## config.mk

```make
export PLATFORM = sky130hd
export DESIGN_NAME = packet_crc16_trailer_inserter
export DESIGN_NICKNAME = d
export VERILOG_FILES = /design/src/rtl/core/pctr_pkg.sv /design/src/rtl/core/pctr_frame.sv /design/src/rtl/core/pctr_out_fifo.sv /design/src/rtl/core/packet_crc16_trailer_inserter.sv
export SDC_FILE = /design/constraint.sdc
export NUM_CORES = 1
export LEC_CHECK = 0
export BUFFER_PORTS_ARGS = -buffer_cell sky130_fd_sc_hd__buf_2
export CORE_MARGIN = 8
export CORE_UTILIZATION = 35
export CTS_BUF_LIST = sky130_fd_sc_hd__clkbuf_4 sky130_fd_sc_hd__clkbuf_8
export CTS_CLUSTER_DIAMETER = 80
export DETAILED_ROUTE_END_ITERATION = 16
export GPL_TIMING_DRIVEN = 0
export PLACE_DENSITY = 0.52
export SYNTH_ARGS = -nofsm -noshare
export SYNTH_HDL_FRONTEND = slang
export SYNTH_HIERARCHICAL = 1
export SYNTH_SLANG_ARGS = --single-unit
```

## constraint.sdc

```tcl
create_clock -name clk -period 3.1 [get_ports clk]
set_clock_uncertainty 0.05 [all_clocks]
set_input_delay 0.31 -clock clk [delete_from_list [all_inputs] [get_ports clk]]
set_output_delay 0.31 -clock clk [all_outputs]
set_load 0.005 [all_outputs]
```

## src/rtl/core/pctr_pkg.sv

```systemverilog
// Shared types, constants and the CRC-16/Modbus byte update for the trailer inserter.
// No dependencies; imported by every module of the block.
package pctr_pkg;

  localparam logic [15:0] CRC_INIT = ~16'h0000;
  localparam logic [15:0] CRC_POLY = 16'hA001;

  localparam int FIFO_DEPTH = 4;
  localparam int PTR_W      = $clog2(FIFO_DEPTH);
  localparam int CNT_W      = $clog2(FIFO_DEPTH + 1);

  typedef struct packed {
    logic [7:0] data;
    logic       last;
    logic       applied;
  } res_t;

  typedef struct packed {
    logic [1:0] n;
    res_t       r0;
    res_t       r1;
  } push_t;

  function automatic logic [15:0] crc_fold(input logic [15:0] crc, input logic [7:0] b);
    logic [15:0] c;
    c = crc ^ {8'h00, b};
    for (int i = 0; i < 8; i++) begin
      if (c[0]) begin
        c = (c >> 1) ^ CRC_POLY;
      end else begin
        c = c >> 1;
      end
    end
    return c;
  endfunction

endpackage

```

## src/rtl/core/pctr_frame.sv

```systemverilog
// Per-packet state: running CRC and the one pending byte; turns each beat into 0..2 results.
// Depends on pctr_pkg.
module pctr_frame
  import pctr_pkg::*;
(
  input  logic       clk,
  input  logic       rst_n,
  input  logic       beat_valid,
  input  logic [7:0] beat_data,
  input  logic       beat_last,
  output push_t      push
);

  logic [15:0] crc_r, crc_nxt;
  logic [7:0]  held_r, held_nxt;
  logic        held_vld_r, held_vld_nxt;

  always_comb begin
    push         = '0;
    crc_nxt      = crc_r;
    held_nxt     = held_r;
    held_vld_nxt = held_vld_r;
    if (beat_valid) begin
      if (!beat_last) begin
        held_nxt     = beat_data;
        held_vld_nxt = 1'b1;
        if (held_vld_r) begin
          push.n  = 2'd1;
          push.r0 = '{data: held_r, last: 1'b0, applied: 1'b0};
          crc_nxt = crc_fold(crc_r, held_r);
        end
      end else begin
        crc_nxt      = CRC_INIT;
        held_vld_nxt = 1'b0;
        if (!held_vld_r) begin
          push.n  = 2'd1;
          push.r0 = '{data: beat_data, last: 1'b1, applied: 1'b0};
        end else if (held_r == 8'h00 && beat_data == 8'h00) begin
          push.n  = 2'd2;
          push.r0 = '{data: crc_r[7:0], last: 1'b0, applied: 1'b0};
          push.r1 = '{data: crc_r[15:8], last: 1'b1, applied: 1'b1};
        end else begin
          push.n  = 2'd2;
          push.r0 = '{data: held_r, last: 1'b0, applied: 1'b0};
          push.r1 = '{data: beat_data, last: 1'b1, applied: 1'b0};
        end
      end
    end
  end

  always_ff @(posedge clk) begin
    if (!rst_n) begin
      crc_r      <= CRC_INIT;
      held_vld_r <= 1'b0;
    end else begin
      crc_r      <= crc_nxt;
      held_vld_r <= held_vld_nxt;
    end
    held_r <= held_nxt;
  end

endmodule

```

## src/rtl/core/pctr_out_fifo.sv

```systemverilog
// Result queue: takes up to two results per cycle, presents one beat per cycle while out_ready is high.
// Depends on pctr_pkg.
module pctr_out_fifo
  import pctr_pkg::*;
(
  input  logic  clk,
  input  logic  rst_n,
  input  push_t push,
  output logic  room2,
  output logic  out_valid,
  input  logic  out_ready,
  output res_t  out_res
);

  res_t             mem_r [FIFO_DEPTH];
  logic [PTR_W-1:0] wr_ptr_r, rd_ptr_r;
  logic [CNT_W-1:0] cnt_r;
  logic             pop;
  logic [PTR_W-1:0] wr_ptr1;

  assign out_valid = (cnt_r != '0);
  assign out_res   = mem_r[rd_ptr_r];
  assign pop       = out_valid && out_ready;
  assign room2     = (cnt_r <= CNT_W'(FIFO_DEPTH - 2));
  assign wr_ptr1   = wr_ptr_r + PTR_W'(1);

  always_ff @(posedge clk) begin
    if (!rst_n) begin
      wr_ptr_r <= '0;
      rd_ptr_r <= '0;
      cnt_r    <= '0;
    end else begin
      wr_ptr_r <= wr_ptr_r + PTR_W'(push.n);
      if (pop) begin
        rd_ptr_r <= rd_ptr_r + PTR_W'(1);
      end
      cnt_r <= cnt_r + CNT_W'(push.n) - CNT_W'(pop);
    end
    if (push.n != 2'd0) begin
      mem_r[wr_ptr_r] <= push.r0;
    end
    if (push.n == 2'd2) begin
      mem_r[wr_ptr1] <= push.r1;
    end
  end

  a_cnt_bound: assert property (@(posedge clk) disable iff (!rst_n)
    cnt_r <= CNT_W'(FIFO_DEPTH))
    else $error("result queue count out of range");

  a_no_overflow: assert property (@(posedge clk) disable iff (!rst_n)
    push.n == 2'd2 |-> cnt_r <= CNT_W'(FIFO_DEPTH - 2))
    else $error("double push without room");

  a_cnt_track: assert property (@(posedge clk) disable iff (!rst_n)
    1'b1 |=> {1'b0, cnt_r} == {1'b0, $past(cnt_r)} + (CNT_W+1)'($past(push.n))
                              - (CNT_W+1)'($past(pop)))
    else $error("result queue count does not track push and pop");

endmodule

```

## src/rtl/core/packet_crc16_trailer_inserter.sv

```systemverilog
// Top level of the CRC-16/Modbus trailer inserter.
// Depends on pctr_pkg, pctr_frame and pctr_out_fifo.
//
// Input stream: one packet byte per beat on in_tdata, in_tlast on the final
// byte. Output stream: the same bytes on out_tdata with out_tlast on the
// final one; when the last two bytes of a packet are both zero they are
// replaced by the CRC-16/Modbus (init 0xFFFF, reflected poly 0xA001) of the
// bytes before them, low byte first, and out_tuser is set on the final beat.
// out_tuser is 0 on all other beats.
// A byte is held until the next beat shows whether it is trailing, then
// appears on the output in the cycle after that beat is accepted when the
// queue is empty; the final byte of a packet is queued in the same cycle as
// the byte before it.
// Throughput: one byte per cycle while in_tready and out_tready are high;
// the final beat of a packet releases two output beats and the first beat
// of the next packet releases none, a difference absorbed by the four-entry
// result queue.
// A stalled receiver fills the queue; in_tready drops when fewer than two
// entries are free and rises again as beats drain.
// Reset sets the CRC to its initial value, drops the pending byte, empties the
// queue and holds in_tready low; no beat is lost or repeated across a stall.
module packet_crc16_trailer_inserter
  import pctr_pkg::*;
(
  input  logic       clk,
  input  logic       rst_n,
  input  logic       in_tvalid,
  output logic       in_tready,
  input  logic [7:0] in_tdata,   // [7:0] data_byte
  input  logic       in_tlast,
  output logic       out_tvalid,
  input  logic       out_tready,
  output logic [7:0] out_tdata,  // [7:0] out_byte
  output logic       out_tlast,
  output logic       out_tuser   // [0] crc_applied
);

  push_t push;
  res_t  res;
  logic  room2;

  assign in_tready = room2 && rst_n;

  pctr_frame u_frame (
    .clk        (clk),
    .rst_n      (rst_n),
    .beat_valid (in_tvalid && in_tready),
    .beat_data  (in_tdata),
    .beat_last  (in_tlast),
    .push       (push)
  );

  pctr_out_fifo u_fifo (
    .clk       (clk),
    .rst_n     (rst_n),
    .push      (push),
    .room2     (room2),
    .out_valid (out_tvalid),
    .out_ready (out_tready),
    .out_res   (res)
  );

  assign out_tdata = res.data;
  assign out_tlast = res.last;
  assign out_tuser = res.applied;

endmodule

```

; Yosys cells after proc, flatten, opt, wreduce, memory -nomap -nowiden
; Memory sizes are Yosys's and may differ from the RTL's. A register that Yosys moved wholly into a read port is not among the register bits.
; Cells that the tools add are included.
[classes]
mul = 0
n_reduce_logical = 11
bitwise_logic = 10
div_mod_pow = 0
n_mux = 45
shifts = 0
magnitude_cmp = 1
add_sub_neg = 5
eq_ne = 1
[op_table]
columns = cell, n
row1 = 16-bit two-way mux, 31
row2 = 12-bit two-way mux, 2
row3 = 2-bit inverter with 3-bit output, 8
row4 = 22-bit two-way mux, 1
row5 = 10-bit two-way mux, 2
row6 = 20-bit two-way mux, 1
row7 = 8-bit logical NOT, 2
row8 = 16-bit by 8-bit bitwise XOR with 16-bit output, 1
row9 = 11-bit two-way mux, 1
row10 = 1-bit two-way mux, 5
row11 = "2-bit by 1-bit adder with 2-bit output, second input constant", 2
row12 = 1-bit logical AND, 4
row13 = 2-bit two-way mux, 2
row14 = 2-bit AND reduction, 2
row15 = 2-bit nonzero test, 2
row16 = 3-bit by 2-bit adder with 3-bit output, 1
row17 = "3-bit by 2-bit <= comparator with 1-bit output, second input constant", 1
row18 = 3-bit nonzero test, 1
row19 = 3-bit by 1-bit subtractor with 3-bit output, 1
row20 = 2-bit adder, 1
row21 = "2-bit == test, second input constant", 1
row22 = 1-bit inverter, 1
[word_totals]
regBits = 32
word_cells = 80
latchBits = 0
mem_bits_rw = 40
output_inout_bits = 12
in_bits = 13
n_memories = 1
romBits = 0
[mem_list]
columns = name, depth, width, read_ports, rd_clocked_by_memory_dff, write_ports, line_no
row1 = u_fifo.mem_r, 4, 10, 1, 1, 2, pctr_out_fifo.sv:15  ; res_t mem_r [FIFO_DEPTH];

; Depth between registers and ports, before layout
; Gate-level depths: netlist of the first run.
[depth]
depth_word = 40
depth_mapped = 13
mapped_depth_nobuf = 9

; Cells and area by module
; Netlist of the first run, hierarchy kept.
[modules_own_cells]
columns = mod, area_each_um2, cells_each, instances
row1 = pctr_out_fifo, 2555.0, 147, 1
row2 = pctr_frame, 1415.1, 154, 1
row3 = packet_crc16_trailer_inserter, 12.5, 2, 1

; Worst setup path after synthesis of the first run
; No wires, ideal clock.
[synth_path]
path_kind = reg-to-reg
from = register u_fifo.cnt_r[0]
to = memory u_fifo/mem_r[0][0] (netlist name), enable pin
path_stages_with_launch = 10
slack_ps = 313
arrival_time_ps = 2344
path_buffers = 4
setup_time_ps = 393
synth_period_minus_slack_ps = 2787
cell_sequence = dfxtp_1 -> a21oi_1 -> and3_1 -> clkbuf_1 -> clkbuf_1 -> and2_1 -> buf_4 -> buf_6 -> nor2_1 -> o31ai_1
[synth_rtl]
columns = item, line_no
row1 = "start, declared", pctr_out_fifo.sv:17  ; logic [CNT_W-1:0] cnt_r;
row2 = "start signal, assigned", pctr_out_fifo.sv:37  ; cnt_r <= cnt_r + CNT_W'(push.n) - CNT_W'(pop);
row3 = "end, declared", pctr_out_fifo.sv:15

==> run_results.csv, run 1 <==
group,metric,value,unit
status,status,"finished, final reports clean",
grt,grt_max_degree,20,
worst_setup_path,worst-setup-path-type,"flop to flop",
worst_setup_path,crit_required,3.34,ns
logic_synthesis,synth_top_family_by_area,"multiplexers",
sta,hold_slack,0.145,ns
logic_synthesis,synthCells,303,
logic_synthesis,synth_edf_count,48,
sta,setup_tns,0,ns
sta,finalHoldViolCount,0,
logic_synthesis,synthFlopType,"edfxtp_1",
logic_synthesis,synthMuxAreaShare,19.7,%
clock_tree,postCtsSetupRepairBufs,0,
worst_setup_path,reg2regPathDepth,12,
cells_and_area,area_delta_synth_final,12.7,%
logic_synthesis,synth_area_leader_cell,"edfxtp_1",
worst_hold_path,hold_path.class,"primary input to flop",
floorplan,ios,25,
worst_setup_path,crit_path_end_kind,"flop",
cells_and_area,antenna_cells,0,
floorplan,start_util,35.3,%
floorplan,die-area,0.0150,sq mm
clock_tree,cts_root_buf,"clkbuf_8",
clock_tree,h-tree-depth,3,
detailed_routing,postRouteWirelength,8680,um
clock_tree,max-clock-path-buffers,2,
floorplan,core.rowCount,39,
detailed_routing,drc,0,
sta,setup_ws,0.240,ns
clock_tree,cts_tree,"built",
pwr,leakagePower,1.66,nW
grt,grt_antenna_before_repair,0,
logic_synthesis,syn-num-nets,324,
worst_setup_path,r2r_slack,0.24,ns
worst_hold_path,min_to,"u_frame/held_r[1]",
detailed_routing,drtIter0Drc,136,
logic_synthesis,synth_warnings,6,
sta,tightest_slew,0.812,ns
detailed_routing,drt-pass1-iter-count,4,
cells_and_area,final_nets,359,
pwr,powerDensity,553,mW/mm^2
sta,fin_crit,2.86,ns
worst_hold_path,holdPathStages,1,
logic_synthesis,synthAdderAreaFrac,2.70,%
cells_and_area,drive_gt1_share,29.4,%
clock_tree,numCtsBuffers,9,
grt,grt_pass1_wl,14100,um
pwr,ir_worst_vdd,0.000231,V
logic_synthesis,ys_top_cells_by_count,"edfxtp_1, dfxtp_1, mux2_4, nor2_1, xnor2_1",
logic_synthesis,ys_types,50,
placed_design,portBuffers,24,
logic_synthesis,synth.yosys.seq_area_share,49.3,%
cells_and_area,final_util,39.8,%
logic_synthesis,synth_xor_area_share,6.91,%
clock_tree,clkSlewWorstSetupHoldPaths,0.07,ns
worst_setup_path,r2r_start,"u_fifo/cnt_r[0]",
worst_setup_path,critPathMaxFanout,10,
flow_run,max-cap-violations,0,
sta,finalMaxSlewViolations,0,
detailed_routing,vias_per_cell,5.10,
logic_synthesis,yosys-top-cells-area,"edfxtp_1, dfxtp_1, mux2_4",
grt,grt_overflow,0,
placed_design,dp_hpwl,6220,um
grt,grt_util_all_layers,12.5,%
worst_setup_path,worst_r2r_endpoint,"u_fifo/cnt_r[2]",
placed_design,gp_congestion,0.799,
floorplan,core,0.0113,sq mm
detailed_routing,ant_nets,0,
sta,fmax,0.350,GHz
clock_tree,clk_latency,0.34,ns
sta,period_share,92.2,%
logic_synthesis,postSynthAreaPerCell,13.1,sq um
floorplan,die_h,123,um
logic_synthesis,yosysMostFrequentCell,"edfxtp_1",
detailed_routing,vias,2477,
sta,setup-violations-final,0,
logic_synthesis,synthArstFlopShare,0,%
grt,grt_pass1_vias,2625,
sta,max_slew_margin,45.7,%
worst_hold_path,hold_start,"in_tdata[1]",
clock_tree,clock-sinks,74,
logic_synthesis,syn_area,0.00398,sq mm
worst_setup_path,cp.arrival,3.10,ns
logic_synthesis,synth-compound-area-share,6.88,%
logic_synthesis,synth_seq_cells,74,
floorplan,die_w,123,um
detailed_routing,wire_per_inst,17.9,um
worst_setup_path,cp-start-kind,"flop",
logic_synthesis,yosys.area_share.simple,10.7,%
logic_synthesis,yosysTopAreaCellShare,36.2,%
sta,rsz0062_at_grt,"false",
placed_design,dp_worst_setup_slack,-0.346,ns
[critical path, cell delays in order, from the launching register on]
cell and delay [ns]:
dfxtp_1 0.35, a21oi_1 0.18, and3_2 0.29, clkbuf_2 0.22, and2_1 0.26, buf_4 0.15
buf_6 0.12, inv_1 0.05, ha_1 0.27, inv_1 0.04, fa_1 0.38, xnor3_1 0.34
nor2b_1 0.10
[through the flow]
step                      power, mW  instance area [sq um]  std cells
after floorplan                1.60                   3980        303
after global placement         1.77                   4280        470
after detailed placement       1.78                   4290        471
after CTS                      2.52                   4490        487
after global routing           2.62                   4490        486
final                          2.48                   4490        486
[power by group]
group | internal [mW] | total (mW) | switching [mW]
combinational | 0.313 | 0.584 | 0.271
sequential | 1.12 | 1.16 | 0.0445
clock | 0.393 | 0.739 | 0.346
total | 1.82 | 2.48 | 0.661
[logic make-up after synthesis]
group	after synthesis
simple gates	74
mux	54
other cells	1
compound gates	40
flops	74
buf+inv	27
fa+ha+maj	8
xor+xnor	25
[cell type report]
cell class	count	area, sq um
fill	1090	6780
multi-input combinational	202	1880
sequential	74	1960
buffer	17	116
clock inverter	4	42.5
tap	143	179
clock buffer	12	146
timing repair buffer	25	128
inverter	9	33.8
[state kept, by name, indices dropped and copies added, names as in the netlist, named ones only]
signal	flops
u_frame/held_r	8
u_fifo/mem_r	40
u_fifo/rd_ptr_r	2
u_fifo/cnt_r	3
u_frame/crc_r	16
u_frame/held_vld_r	1
u_fifo/wr_ptr_r	2
[what timing repair did]
action / 4_1_cts / 5_1_grt
hold buffers: 0 / 0
gates resized for setup: 4 / 1
endpoints found under the setup margin: 31 / 54
hold endpoints to repair: 0 / 0
[metal layers]
layer / vias up / track usage, % / share of wire (%)
met5: - / 0 / 0
met4: 0 / 5.33 / 1.6
met3: 10 / 3.36 / 4.5
met2: 59 / 20.6 / 48
met1: 1207 / 15.1 / 45
li1: 1201 / - / -
[layout by cell type, fill, tap and decap left out, drive strengths merged, types with 2 or more instances in the layout]
cell,n
edfxtp,48
mux2,40
buf,37
dfxtp,26
nor2,18
xnor2,18
clkbuf,17
nand2,14
nor2b,12
mux4,10
a21oi,10
o22ai,10
inv,9
and2,7
ha,7
a222oi,7
nor3,7
o21ai,6
mux2i,4
nor4,4
xor2,4
nand2b,3
xnor3,3
clkinv,3
nor4bb,2
[worst max path at each step]
stage          depth (start not counted)            endpoint             from
2_1_floorplan                          9  u_fifo/mem_r[0][0]  u_fifo/cnt_r[0]
6_report                              12     u_fifo/cnt_r[2]  u_fifo/cnt_r[0]
3_5_place_dp                          10  u_fifo/mem_r[2][3]            rst_n
3_3_place_gp                           9  u_fifo/mem_r[0][3]            rst_n
5_1_grt                               12     u_fifo/cnt_r[2]  u_fifo/cnt_r[0]
4_1_cts                               13     u_fifo/cnt_r[2]  u_fifo/cnt_r[0]
(Power assumes the default switching activity.)
==> run 2, diff against run 1 <==
--- a/config.mk
+++ b/config.mk
@@ -15,5 +15,4 @@
 export PLACE_DENSITY = 0.52
 export SYNTH_ARGS = -nofsm -noshare
 export SYNTH_HDL_FRONTEND = slang
-export SYNTH_HIERARCHICAL = 1
 export SYNTH_SLANG_ARGS = --single-unit
==> run 2 against run 1 <==
Against the previous run: critical path depth shrank 5; combinational power grew 17%; fmax grew 6.3%; via count grew 4.2%; critical endpoint is now u_fifo.mem_r[0][1]; final cell count is the same; worst hold slack gained 0.0080 ns; design area shrank 8.4%; sequential cell count is the same; die area shrank 8.5%; synthesized area shrank 9.8%.
==> run_results.csv, run 2 <==
group,metric,value,unit
placed_design,gp_congestion,0.783,
logic_synthesis,synth.yosys.seq_area_share,54.6,%
logic_synthesis,syn-num-nets,329,
cells_and_area,largest_register_ffs,40,
worst_setup_path,r2r_start,"u_fifo.cnt_r[2]",
sta,max_slew_margin,25.4,%
cells_and_area,final_cell_mix,"edfxtp_1, o22ai_1, nor2_1",
sta,rsz0062_at_grt,"false",
logic_synthesis,synth_warnings,0,
worst_hold_path,hold_start,"in_tdata[0]",
grt,grt_util_all_layers,12.7,%
logic_synthesis,synthMuxAreaShare,6.27,%
logic_synthesis,yosys-top-cells-area,"edfxtp_1, dfxtp_1, mux4_2",
worst_hold_path,holdPathStages,1,
detailed_routing,wl_met2,3970,um
logic_synthesis,ys_types,36,
worst_setup_path,critPathMaxFanout,10,
detailed_routing,wire_per_inst,17.7,um
detailed_routing,ant_nets,0,
worst_setup_path,slowest_stage,"a21oi_1",
cells_and_area,area_delta_synth_final,14.4,%
clock_tree,clkSlewWorstSetupHoldPaths,0.08,ns
sta,fmax,0.372,GHz
logic_synthesis,yosysMostFrequentCell,"edfxtp_1",
detailed_routing,drc,0,
logic_synthesis,synthArstFlopShare,0,%
cells_and_area,regMostFlops,"u_fifo.mem_r",
worst_setup_path,worst_r2r_endpoint,"u_fifo.cnt_r[2]",
cells_and_area,final_nets,364,
detailed_routing,drt-pass1-iter-count,6,
logic_synthesis,synth_top_family_by_area,"simple AND/OR/NAND/NOR gates",
detailed_routing,met3_length,531,um
clock_tree,clock-sinks,74,
sta,setup-violations-final,0,
cells_and_area,fin_cells,486,
grt,grt_pass1_vias,2629,
grt,grt_max_degree,15,
logic_synthesis,synthCells,310,
sta,tightest_slew,1.12,ns
grt,grt_antenna_before_repair,0,
logic_synthesis,ys_top_cells_by_count,"edfxtp_1, nor2_1, o22ai_1",
cells_and_area,final_common_cell,"edfxtp_1",
sta,finalMaxSlewViolations,0,
clock_tree,cts.hold.buffers_added,0,
pwr,leakagePower,1.39,nW
floorplan,die_w,117,um
detailed_routing,postRouteWirelength,8590,um
clock_tree,cts_root_buf,"clkbuf_8",
detailed_routing,drtIter0Drc,185,
logic_synthesis,synth_xor_area_share,8.98,%
cells_and_area,fill_cells,961,
floorplan,die-area,0.0138,sq mm
pwr,ir_worst_vdd,0.000236,V
cells_and_area,drive_gt1_share,16.0,%
worst_hold_path,min_to,"u_frame.held_r[0]",
logic_synthesis,syn_area,0.00359,sq mm
worst_setup_path,critPathTopFamily,"compound AO/OA/AOI/OAI gates",
floorplan,core,0.0101,sq mm
floorplan,die_h,117,um
worst_hold_path,hold_path.class,"primary input to flop",
logic_synthesis,synthFlopType,"edfxtp_1",
placed_design,portBuffers,24,
logic_synthesis,yosys.area_share.simple,13.2,%
worst_setup_path,cp-start-kind,"primary input",
clock_tree,cts_tree,"built",
clock_tree,postCtsSetupRepairBufs,0,
worst_setup_path,reg2regPathDepth,11,
detailed_routing,highest_layer,"met4",
cells_and_area,antenna_cells,0,
grt,grt_pass1_wl,14000,um
detailed_routing,vias_per_cell,5.31,
sta,hold_slack,0.154,ns
pwr,powerDensity,652,mW/mm^2
logic_synthesis,synth_area_leader_cell,"edfxtp_1",
floorplan,core.rowCount,37,
status,status,"finished, final reports clean",
worst_setup_path,crit_path_end_kind,"flop",
logic_synthesis,postSynthAreaPerCell,11.6,sq um
floorplan,ios,25,
detailed_routing,met1_length,3950,um
placed_design,dp_hpwl,6200,um
sta,fin_crit,2.69,ns
grt,grt_overflow,0,
floorplan,start_util,35.4,%
sta,period_share,86.8,%
cells_and_area,reg_top3,"u_fifo.mem_r (40), u_frame.crc_r (16), u_frame.held_r (8)",
logic_synthesis,synthAdderAreaFrac,2.30,%
worst_setup_path,worst-setup-path-type,"primary input to flop",
worst_setup_path,path_buf_inv,3,
flow_run,max-cap-violations,0,
sta,finalHoldViolCount,0,
worst_setup_path,max_stage_delay,0.88,ns
clock_tree,clk_latency,0.34,ns
detailed_routing,vias,2580,
clock_tree,max-clock-path-buffers,2,
clock_tree,h-tree-depth,3,
worst_setup_path,crit_required,3.01,ns
logic_synthesis,synth_edf_count,48,
clock_tree,numCtsBuffers,9,
worst_setup_path,cp.arrival,2.60,ns
worst_setup_path,r2r_slack,0.42,ns
placed_design,place_inst,470,
worst_setup_path,crit_chain,"buf_2, clkbuf_1, inv_2, ha_1, nor2_1, or3_1, a21oi_1",
logic_synthesis,yosysTopAreaCellShare,40.1,%
logic_synthesis,synth_seq_cells,74,
logic_synthesis,synth-compound-area-share,12.2,%
[run 2: layout make-up]
class,instances,area (sq um),share of cell area (%)
buffer,17,63.8,1.55
clock buffer,9,124,3.01
clock inverter,7,100,2.44
inverter,6,22.5,0.548
multi-input combinational,213,1550,37.7
sequential,74,1960,47.7
tap,136,170,4.14
timing repair buffer,24,120,2.92
[run 2: layer usage]
metal / global-route usage, % / vias up
li1: - / 1244
met5: 0 / -
met3: 2.59 / 13
met1: 16.5 / 1225
met2: 19.8 / 98
met4: 6.33 / 0
[run 2: how the worst max path moves through the flow]
stage                     slack, ns  startpoint  cells after the start            endpoint
after global routing           0.18    in_tlast                      7  u_fifo.mem_r[0][1]
after floorplan                0.61    in_tlast                      7  u_fifo.mem_r[2][0]
after detailed placement      -0.21    in_tlast                      8  u_fifo.mem_r[2][7]
final                          0.41    in_tlast                      7  u_fifo.mem_r[0][1]
after global placement        -0.23    in_tlast                      8  u_fifo.mem_r[2][2]
after CTS                      0.16    in_tlast                      8  u_fifo.mem_r[2][1]
[run 2: logic make-up after synthesis]
group,Yosys count
and+or+nand+nor,97
adders and majority gates,6
xor gates and xnor gates,31
AOI/OAI and AO/OA,69
buffers and inverters,23
muxes,10
DFF,74
[run 2: repair_timing]
item,in CTS,in global routing
resized for setup,0,1
setup endpoints to repair,0,10
hold endpoints to repair,0,0
[run 2: metrics by stage]
step / power, mW / utilization [%] / worst slack (ns) / TNS (ns) / instance area, sq um
3_5_place_dp: 1.88 / 38.3 / -0.210 / -2.54 / 3880
5_1_grt: 2.83 / 40.5 / 0.181 / 0 / 4110
3_3_place_gp: 1.87 / 38.3 / -0.228 / -2.65 / 3880
2_1_floorplan: 1.68 / - / 0.614 / 0 / 3590
6_report: 2.68 / 40.5 / 0.409 / 0 / 4110
4_1_cts: 2.71 / 40.5 / 0.160 / 0 / 4110
[run 2: power breakdown]
group	total [mW]	switching, mW	internal [mW]
clock	0.831	0.371	0.460
combinational	0.686	0.363	0.323
sequential	1.16	0.0385	1.12
